===== config.mk =====
export PLATFORM = sky130hd
export DESIGN_NAME = wpm_ram
export DESIGN_NICKNAME = d
export VERILOG_FILES = /design/src/hdl/wpm_ram.sv
export SDC_FILE = /design/constraint.sdc
export NUM_CORES = 1
export LEC_CHECK = 0
export ABC_AREA = 1
export BUFFER_PORTS_ARGS = -buffer_cell sky130_fd_sc_hd__buf_2
export CAP_MARGIN = 20
export CORE_MARGIN = 10
export CORE_UTILIZATION = 55
export CTS_BUF_LIST = sky130_fd_sc_hd__clkbuf_8
export DETAILED_ROUTE_END_ITERATION = 8
export PLACE_DENSITY = 0.68
export REMOVE_ABC_BUFFERS = 1
export SLEW_MARGIN = 20
export SYNTH_ARGS = -nofsm -noshare
export SYNTH_HDL_FRONTEND = slang
export SYNTH_SLANG_ARGS = --single-unit

===== constraint.sdc =====
create_clock -name clock -period 2.9 [get_ports clock]
set_input_delay 0.145 -clock clock [delete_from_list [all_inputs] [get_ports clock]]
set_output_delay 0.145 -clock clock [all_outputs]
set_load 0.05 [all_outputs]

===== src/hdl/wpm_ram.sv =====
`default_nettype none

module wpm_ram #(
   parameter int WIDTH = 16,
   parameter int DEPTH = 64,
   localparam int AW   = (DEPTH > 1) ? $clog2(DEPTH) : 1
) (
   input  wire logic                     clock,
   input  wire logic                     wr_en,
   input  wire logic [AW-1:0]            wr_addr,
   input  wire logic [WIDTH-1:0]         wr_data,
   input  wire logic [AW-1:0]            rd_addr,
   output logic      [WIDTH-1:0]         rd_data
);

   logic [WIDTH-1:0] mem_ff [DEPTH];
   logic [WIDTH-1:0] rd_data_ff;

   // One write port and one registered read port.
   always_ff @(posedge clock) begin
      if (wr_en) begin
         mem_ff[wr_addr] <= wr_data;
      end
      rd_data_ff <= mem_ff[rd_addr];
   end

   assign rd_data = rd_data_ff;

endmodule

`default_nettype wire


==> metrics.txt <==
initial antenna violation count=4; Detailed Route Iter0 Violations=3633; Final ANT Viol Nets=0; Final Skew=0.0393 ns; Ys Warns=0; # IOs=46; min-delay src=wr_data[12]; CP max FO=9; internal power=roughly 0.023 W; sw frac=between 20 and 25%; area of the multi-input gates=0.00959 sq mm; Post-Place Cell Area=0.0439 sq mm; CTS clk-pin slew, worst paths=0.06 ns; cell taking the most area after synthesis=edfxtp_1; Port Buf Inserts=45; FF/Latch Area=0.0311 sq mm; gr busiest metal=met2; synthesis-stage register bit count=1040; top cell type's share of synthesized area=between 70% and 80%; first-pass GRT wire length=about 170000 um; final hold vios=0; synth top area cells=edfxtp_1 (73%), nand2_1 (12%), nand3_1 (10%); Pwr Density=approximately 640 mW/mm^2; num rows=101; Critical Setup Path Class=input pin to flip-flop; height of the die=297 um; Clk Latency, worst-skew pair=~0.83 ns; post-synth cell types=16; nets=~3700; count leader, synth=nand2_1; crit path DAT=2.83 ns; GRT overflow=0; DRC viols=0; first drt pass iteration count=5; relative max-transition margin=30.5%; clock tree sinks=roughly 1000; RSZ-0062 raised after global routing=no; drt wl/cell=22.8 um; CP startpoint kind=input pin; M2 GR Usage=38.5%; via count=27946; largest net degree at the start of global routing=99; clk buf depth=3; Reg power frac=55.8%; Slew @ Worst Pin=~1.0 ns; Mapped Area=0.0421 sq mm; capturing point of the worst reg2reg path=rd_data[8]$_DFF_P_; vias in the first global route=roughly 27000; max-cap viol count=0; async set-or-reset flop fraction in the synthesized netlist=0%; TritonCTS clock tree=done; Period minus WS final=roughly 2.3 ns; Slew Limit Fails=0; total power draw=0.0300 W; post-synthesis sequential area ratio=73.8%; worst vdd ir=0.330 mV; total core area=0.0759 sq mm; DIE AREA=0.0880 sq mm; cell leakage power=between 15 and 20 nW; Final setup viols=0; Post-Route WL=110000 um; design area=0.0470 sq mm; vias per cell=5.77; clock group share of total power=37.1%; WHS Path Cells=1; Sum Neg Setup Slack=0 ns; fillers=between 5000 and 6000; Primary FF master, synth=edfxtp_1; GRT Util Overall=roughly a quarter; Die Wd=around 300 um; worst hold path class=input pin to flip-flop; hold buffers post-CTS=22; final period utilization=79.7%; logic gate share of total power=7.1%; met3 usage=5.24%; EDFF count, synth=1024; Num CTS Buffers=~160; cells on worst reg2reg path=8; proportion of layout cells with a drive suffix above 1=10.8%; CTS resizes=0; # Post-CTS Setup Buffers=0; Max Clock Freq=around 430 MHz; final HPWL from detailed placement=around 65000 um; htree depth=4; Critical Path End Type=flip-flop; most frequent cells after synthesis=nand2_1 (1296), edfxtp_1 (1024), nand3_1 (871); Syn Inst Count=3517; FF-to-FF Start=mem_ff[11][8]$_DFFE_PP_; P_sw=0.00737 W; status=complete, no violations; CTS root buf=clkbuf_8; Placer Congestion=approximately 0.90; Synth Area per Inst=~12 sq um; Initial Util=55.4%; reg-to-reg slack, setup=1.42 ns; Area Overhead vs Synth=11.7%; Hold Crit Endpoint=mem_ff[7][12]$_DFFE_PP_; Worst EP required=3.42 ns; met1 usage=a little over a third
==> power groups by stage <==
stage | Clock (W) | Sequential (W) | Combinational, W
2_1_floorplan | 0 | 0.0171 | 0.000831
3_3_place_gp | 0 | 0.0170 | 0.00207
3_5_place_dp | 0 | 0.0170 | 0.00210
4_1_cts | 0.0113 | 0.0167 | 0.00212
5_1_grt | 0.0120 | 0.0167 | 0.00231
6_report | 0.0111 | 0.0167 | 0.00214
==> final cells by class <==
cell class                      instances  share of cell area [%]
Antenna cell                            3                  0.0160
Clock buffer                          168                    4.92
Clock inverter                        123                    1.30
Inverter                               12                   0.152
Multi-Input combinational cell       2240                    20.4
Sequential cell                      1040                    66.1
Tap cell                             1030                    2.74
Timing Repair Buffer                  226                    4.41
==> worst max-delay path by stage <==
| stage | from | end | slack (ns) | depth (start not counted) |
|---|---|---|---|---|
| 6_report | wr_addr[2] | mem_ff[59][14]$_DFFE_PP_ | 0.59 | 7 |
| 3_5_place_dp | rd_addr[0] | rd_data[8]$_DFF_P_ | 0.68 | 11 |
| 2_1_floorplan | rd_addr[1] | rd_data[6]$_DFF_P_ | 0.04 | 8 |
| 3_3_place_gp | rd_addr[0] | rd_data[8]$_DFF_P_ | 0.67 | 11 |
| 4_1_cts | wr_addr[2] | mem_ff[59][14]$_DFFE_PP_ | 0.68 | 7 |
| 5_1_grt | wr_addr[2] | mem_ff[59][14]$_DFFE_PP_ | 0.54 | 7 |
==> cells in the final DEF (no fill, tap or decap), drive strengths merged, types with 9 or more instances in the layout <==
cell	count
buf	204
nand3	871
dlygate4sd3	22
clkbuf	168
inv	78
dfxtp	16
edfxtp	1024
clkinv	54
nand2	1296
nand4	9
nor2	56
==> worst max-delay path, cell delays in order <==
cell and delay [ns]:
dlygate4sd3_1 0.55, buf_2 0.19, inv_1 0.25, nand4_1 0.28, dlygate4sd3_1 0.64, nor2_1 0.14
dlygate4sd3_1 0.62
==> per-layer routing <==
layer	up-vias	routed length, um	share of wire (%)
met5	-	13	0.012
met4	2	3220	2.9
met3	194	11100	10
met2	1431	50800	46
met1	13570	45200	41
li1	12749	-	-
==> registers in the layout, summed over array words and instances, names as in the netlist <==
name / cells
mem_ff: 1024
rd_data: 16
==> cell families (layout without fill, tap and decap cells) <==
kind of cell,count (synthesis),after routing,synth area share (%)
other,0,3,0
buffers and inverters,237,529,3.54
DFF,1040,1040,73.8
and+or+nand+nor,2240,2240,22.7
==> per-stage QoR <==
step	util, %	hold WS [ns]	std cells	worst slack (ns)
after floorplan	-	0.244	3292	0.0371
after global placement	57.8	0.356	4526	0.673
after detailed placement	57.8	0.363	4526	0.679
after CTS	61.9	0.0217	4839	0.680
after global routing	61.9	0.0553	4841	0.541
final	61.9	0.0669	4842	0.590
Note: power is estimated with default switching activity, not from simulation.
