--- src/hdl/wpm_pkg.sv ---
`default_nettype none

package wpm_pkg;

   // Store sizes and character width.
   localparam int PATTERN_DEPTH = 64;
   localparam int SUBJECT_DEPTH = 256;
   localparam int CHAR_BITS     = 16;

   // Length counters hold the depth itself; addresses only index the depth.
   localparam int PLEN_W  = $clog2(PATTERN_DEPTH + 1);
   localparam int SLEN_W  = $clog2(SUBJECT_DEPTH + 1);
   localparam int PADDR_W = (PATTERN_DEPTH > 1) ? $clog2(PATTERN_DEPTH) : 1;
   localparam int SADDR_W = (SUBJECT_DEPTH > 1) ? $clog2(SUBJECT_DEPTH) : 1;

   // Wildcard codes.
   localparam logic [CHAR_BITS-1:0] STAR_CODE  = CHAR_BITS'(42);
   localparam logic [CHAR_BITS-1:0] QUEST_CODE = CHAR_BITS'(63);

   // Command codes.
   localparam logic [1:0] CMD_PAT = 2'd0;
   localparam logic [1:0] CMD_SUB = 2'd1;
   localparam logic [1:0] CMD_RUN = 2'd2;

   typedef struct packed {
      logic [1:0]  cmd;
      logic [15:0] ch;
   } req_type;

   typedef struct packed {
      logic matched;
      logic overflowed;
   } rsp_type;

   // Start request from the store control to the match engine.
   typedef struct packed {
      logic              start;
      logic [PLEN_W-1:0] pat_len;
      logic [SLEN_W-1:0] sub_len;
      logic              overflow;
   } eng_cmd_type;

   // Masks or extends the 16-bit input character to CHAR_BITS bits.
   function automatic logic [CHAR_BITS-1:0] to_char(input logic [15:0] ch);
      logic [31:0] wide;
      wide = 32'(ch);
      return wide[CHAR_BITS-1:0];
   endfunction

endpackage

`default_nettype wire

--- src/hdl/wpm_engine.sv ---
`default_nettype none

module wpm_engine
   import wpm_pkg::*;
(
   input  wire logic                 clock,
   input  wire logic                 reset,
   input  wire eng_cmd_type          eng_cmd,
   output logic                      busy,
   output logic      [PADDR_W-1:0]   pat_addr,
   input  wire logic [CHAR_BITS-1:0] pat_char,
   output logic      [SADDR_W-1:0]   sub_addr,
   input  wire logic [CHAR_BITS-1:0] sub_char,
   output logic                      rsp_valid,
   input  wire logic                 rsp_stall,
   output rsp_type                   rsp_data
);

   localparam logic [1:0] ST_IDLE  = 2'd0;
   localparam logic [1:0] ST_FETCH = 2'd1;
   localparam logic [1:0] ST_EVAL  = 2'd2;

   logic [1:0]        state_ff, state_in;
   logic [PLEN_W-1:0] pi_ff, pi_in, mark_p_ff, mark_p_in, plen_ff;
   logic [SLEN_W-1:0] si_ff, si_in, mark_s_ff, mark_s_in, slen_ff;
   logic              have_mark_ff, have_mark_in;
   logic              ovf_ff;
   logic              rsp_valid_ff;
   rsp_type           rsp_ff;

   logic              p_ok, s_ok, is_star, hit, finish, result;
   logic [PLEN_W-1:0] pi_inc;
   logic [SLEN_W-1:0] si_inc;

   // Compare the characters at the current indexes.
   assign p_ok    = pi_ff < plen_ff;
   assign s_ok    = si_ff < slen_ff;
   assign is_star = p_ok && (pat_char == STAR_CODE);
   assign hit     = p_ok && ((pat_char == sub_char) || (pat_char == QUEST_CODE));
   assign pi_inc  = pi_ff + 1'b1;
   assign si_inc  = si_ff + 1'b1;

   // One step of the greedy match with a single backtrack point.
   always_comb begin
      state_in     = state_ff;
      pi_in        = pi_ff;
      si_in        = si_ff;
      mark_p_in    = mark_p_ff;
      mark_s_in    = mark_s_ff;
      have_mark_in = have_mark_ff;
      finish       = 1'b0;
      result       = 1'b0;
      unique case (state_ff)
         ST_IDLE: begin
            if (eng_cmd.start) begin
               state_in     = ST_FETCH;
               pi_in        = '0;
               si_in        = '0;
               have_mark_in = 1'b0;
            end
         end
         ST_FETCH: begin
            state_in = ST_EVAL;
         end
         ST_EVAL: begin
            if (s_ok) begin
               if (is_star) begin
                  pi_in        = pi_inc;
                  mark_p_in    = pi_inc;
                  mark_s_in    = si_inc;
                  have_mark_in = 1'b1;
                  if (pi_inc == plen_ff) begin
                     finish = 1'b1;
                     result = 1'b1;
                  end
               end else if (hit) begin
                  pi_in = pi_inc;
                  si_in = si_inc;
               end else if (!have_mark_ff) begin
                  finish = 1'b1;
               end else begin
                  pi_in     = mark_p_ff;
                  si_in     = mark_s_ff;
                  mark_s_in = mark_s_ff + 1'b1;
               end
            end else if (is_star) begin
               // Trailing stars match the empty rest of the subject.
               pi_in = pi_inc;
            end else begin
               finish = 1'b1;
               result = (pi_ff == plen_ff);
            end
            if (finish) begin
               state_in = ST_IDLE;
            end
         end
         default: begin
            state_in = ST_IDLE;
         end
      endcase
   end

   // In the evaluate state the next indexes go straight to the stores, so
   // the data for the following step arrives in the next cycle.
   assign pat_addr = (state_ff == ST_EVAL) ? pi_in[PADDR_W-1:0] : pi_ff[PADDR_W-1:0];
   assign sub_addr = (state_ff == ST_EVAL) ? si_in[SADDR_W-1:0] : si_ff[SADDR_W-1:0];

   // Control registers.
   always_ff @(posedge clock) begin
      if (reset) begin
         state_ff     <= ST_IDLE;
         rsp_valid_ff <= 1'b0;
      end else begin
         state_ff <= state_in;
         if (finish) begin
            rsp_valid_ff <= 1'b1;
         end else if (!rsp_stall) begin
            rsp_valid_ff <= 1'b0;
         end
      end
   end

   // Index, mark and result registers.
   always_ff @(posedge clock) begin
      pi_ff        <= pi_in;
      si_ff        <= si_in;
      mark_p_ff    <= mark_p_in;
      mark_s_ff    <= mark_s_in;
      have_mark_ff <= have_mark_in;
      if (eng_cmd.start && (state_ff == ST_IDLE)) begin
         plen_ff <= eng_cmd.pat_len;
         slen_ff <= eng_cmd.sub_len;
         ovf_ff  <= eng_cmd.overflow;
      end
      if (finish) begin
         rsp_ff.matched    <= result;
         rsp_ff.overflowed <= ovf_ff;
      end
   end

   assign busy      = (state_ff != ST_IDLE);
   assign rsp_valid = rsp_valid_ff;
   assign rsp_data  = rsp_ff;

endmodule

`default_nettype wire

--- config.mk ---
export PLATFORM = sky130hd
export DESIGN_NAME = wpm_engine
export DESIGN_NICKNAME = d
export VERILOG_FILES = /design/src/hdl/wpm_pkg.sv /design/src/hdl/wpm_engine.sv
export SDC_FILE = /design/constraint.sdc
export NUM_CORES = 1
export LEC_CHECK = 0
export BUFFER_PORTS_ARGS = -buffer_cell sky130_fd_sc_hd__buf_2
export CAP_MARGIN = 40
export CORE_MARGIN = 3
export CORE_UTILIZATION = 60
export DETAILED_ROUTE_END_ITERATION = 6
export PLACE_DENSITY = 0.95
export REMOVE_ABC_BUFFERS = 1
export SLEW_MARGIN = 10
export SYNTH_ARGS = -nofsm -noshare
export SYNTH_HDL_FRONTEND = slang
export SYNTH_SLANG_ARGS = --single-unit
--- constraint.sdc ---
create_clock -name clock -period 7.1 [get_ports clock]
set_clock_uncertainty 0.1 [all_clocks]
set_input_delay 0.355 -clock clock [delete_from_list [all_inputs] [get_ports clock]]
set_output_delay 0.355 -clock clock [all_outputs]
set_load 0.005 [all_outputs]
==> metrics.cfg <==
[pwr]
swShare_pct=30.3
power_frac_seq_pct=50.5
p_comb_share_pct=22.3
p_int_uw=552
p_switching_uw=240
p_leak_nw=1.88
clockPowerShare_pct=27.3
ir_worst_vdd_mv=0.122
power_density_nw_per_um2=186

[global_route]
grt_pass1_vias=3353
gr-total-overflow=0
grt_pass1_wl_um=16100
grt_max_degree=25
antenna_found_initial=0
grt_usage_pct=28.1

[logic_synthesis]
yosys.area.top_type=edfxtp_1
ys_ff_latch=55
yosysUniqueCellTypes=58
synthArstFlopShare_pct=0
syn_avg_cell_area_um2=9.18
synth_edf_count=38
ys_warn_count=0
synth_area_um2=3760
synth_common_cells=55 x nand2_1, 38 x edfxtp_1, 30 x xnor2_1
synth-seq-area-share_pct=39.4
ys.flop_type=edfxtp_1
synthTopCellsByArea=edfxtp_1 30%, dfxtp_1 9.0%, xnor2_1 7.0%
yosysMostFrequentCell=nand2_1
synth_cells=410
synth_top_area_share_pct=30.3

[floorplanning]
chipHeight_um=85.2
fp.dieW_um=85.2
dieArea_um2=7260
placementRows=28
coreArea_um2=5990
initial_core_util_pct=62.8
ioPinCount=71

[sta]
setup_viol=0
fin_tns_setup_ns=0
timing.fmax_ghz=0.237
hold_viol_final=0
fin_crit_sh_pct=59.5
min_period_ns=4.23
worst_pin_slew_ns=0.858
max-slew-margin-rel_pct=42.8
slew_violations=0
hold_slack_ns=0.0993
rsz0062_at_grt=false

[clocking]
h-tree-depth=2
clock_latency_ns=0.32
cts-buffers-inserted=5
clkTransAtPathRegs_ns=0.10
cts_buffer_depth=2
holdBufCountCts=0
post_cts_buffers=0
root_buffer=clkbuf_8
ctsResizeCount=0
cts_tree=built
cts_num_sinks=55

[route]
met1_length_um=3720
routed_wl_um=9810
wl_met3_um=1040
drc=0
drt_iter0_markers=386
vias_per_cell=6.26
ant_nets=0
maxUsedRoutingLayer=met4
wire_per_inst_um=17.9
vias=3439
met2WireLength_um=4770
first_pass_iters=7

[setup_path]
crit_arrival_ns=3.77
r2r_cells=10
crit_fanout=24
crit_required_ns=6.64
critical_path.endpoint_type=primary output
path_class=flop to primary output
crit_path_start_kind=flop
crit_path_start=pi_ff[0]
r2r-start=pi_ff[0]

[placed_design]
dpl_cell_area_um2=4150
post-dp-hpwl_um=7270
gp_congestion=0.891
portBuffers=70

[layout]
stdcell_area_um2=4260
fillers=444
diodes=0
final_net_count=544
areaGrowthSynthToFinish_pct=13.3
drive_above_1_share_pct=20.7

[worst_hold_path]
worstHoldPathCells=1
hold_class=primary input to flop
hold_start=eng_cmd[2]

[run]
drv_cap=0

[outcome]
status=finished, final reports clean

==> through the flow <==
stage | worst slack, ns | utilization [%] | total power, mW | cells
after global placement | 3.52 | 69.0 | 0.569 | 538
after detailed placement | 3.36 | 69.3 | 0.578 | 541
after global routing | 2.59 | 71.2 | 0.828 | 549
final | 2.87 | 71.2 | 0.792 | 549
after CTS | 2.97 | 71.2 | 0.789 | 549
after floorplan | 3.49 | - | 0.511 | 391
==> sequential cells by signal, indices dropped and copies added, names as in the netlist <==
name,cells
slen_ff,9
mark_p_ff,7
mark_s_ff,9
have_mark_ff,1
ovf_ff,1
pi_ff,7
state_ff,2
si_ff,9
plen_ff,7
rsp_valid,1
rsp_data,2
==> layout by cell type (no fill, tap or decap), drive strengths merged, types with 4 or more instances in the layout <==
| cell type | n |
|---|---|
| o21ai | 26 |
| and3 | 7 |
| xor2 | 7 |
| inv | 26 |
| nand3 | 22 |
| edfxtp | 38 |
| xnor2 | 30 |
| clkbuf | 5 |
| mux2i | 10 |
| a211o | 4 |
| and2 | 4 |
| nand3b | 4 |
| a21oi | 14 |
| o211ai | 5 |
| buf | 75 |
| a211oi | 4 |
| a21o | 5 |
| ha | 18 |
| nand4 | 13 |
| a31oi | 8 |
| nand2 | 55 |
| nor2 | 21 |
| dfxtp | 17 |
| nor4 | 8 |
| nor3 | 11 |
==> critical path: stages (launching register included) <==
cell	delay, ns
dfxtp_1	0.51
inv_1	0.15
ha_1	0.22
nand3b_1	0.16
a21oi_1	0.40
or4_1	0.76
nand3_1	0.57
a31oi_1	0.34
o211ai_2	0.13
o21ai_1	0.08
buf_2	0.13
==> cell type report <==
cell class / instances / area [um2] / area share, %
inverters: 25 / 93.8 / 2.20
multi-input cells: 311 / 2100 / 49.2
clock buffers: 5 / 68.8 / 1.61
repair buffers: 75 / 385 / 9.04
clock inverters: 3 / 42.5 / 0.998
well taps: 75 / 93.8 / 2.20
flip-flops and latches: 55 / 1480 / 34.8
==> worst paths after layout <==
path,to,slack [ns]
worst max-delay path,sub_addr[4],2.87
worst min register to register,rsp_data[0],0.36
worst min-delay path,slen_ff[1],0.1
worst max register to register,mark_s_ff[0],3.43
==> cell families (layout without fill, tap and decap cells) <==
| kind of cell | Yosys count | after routing | share of synthesized area [%] |
|---|---|---|---|
| and+or+nand+nor | 160 | 160 | 22.2 |
| adders and majority gates | 18 | 18 | 5.99 |
| muxes | 10 | 10 | 2.66 |
| DFF | 55 | 55 | 39.4 |
| xor gates and xnor gates | 39 | 39 | 9.81 |
| buffers and inverters | 44 | 108 | 4.89 |
| AOI/OAI and AO/OA | 84 | 84 | 15.1 |
==> power groups by stage <==
stage / Clock (mW) / Combinational, mW / Sequential (mW)
finish: 0.216 / 0.176 / 0.400
CTS: 0.216 / 0.175 / 0.398
global route: 0.228 / 0.197 / 0.403
detailed placement: 0 / 0.173 / 0.406
global placement: 0 / 0.165 / 0.404
floorplan: 0 / 0.115 / 0.396
==> metal layers <==
metal | track usage [%] | vias up
met1 | 34.9 | 1547
met2 | 47.5 | 242
li1 | - | 1619
met4 | 10.8 | 0
met3 | 6.60 | 31
met5 | 0 | -
Note: power is estimated with default switching activity, not from simulation.
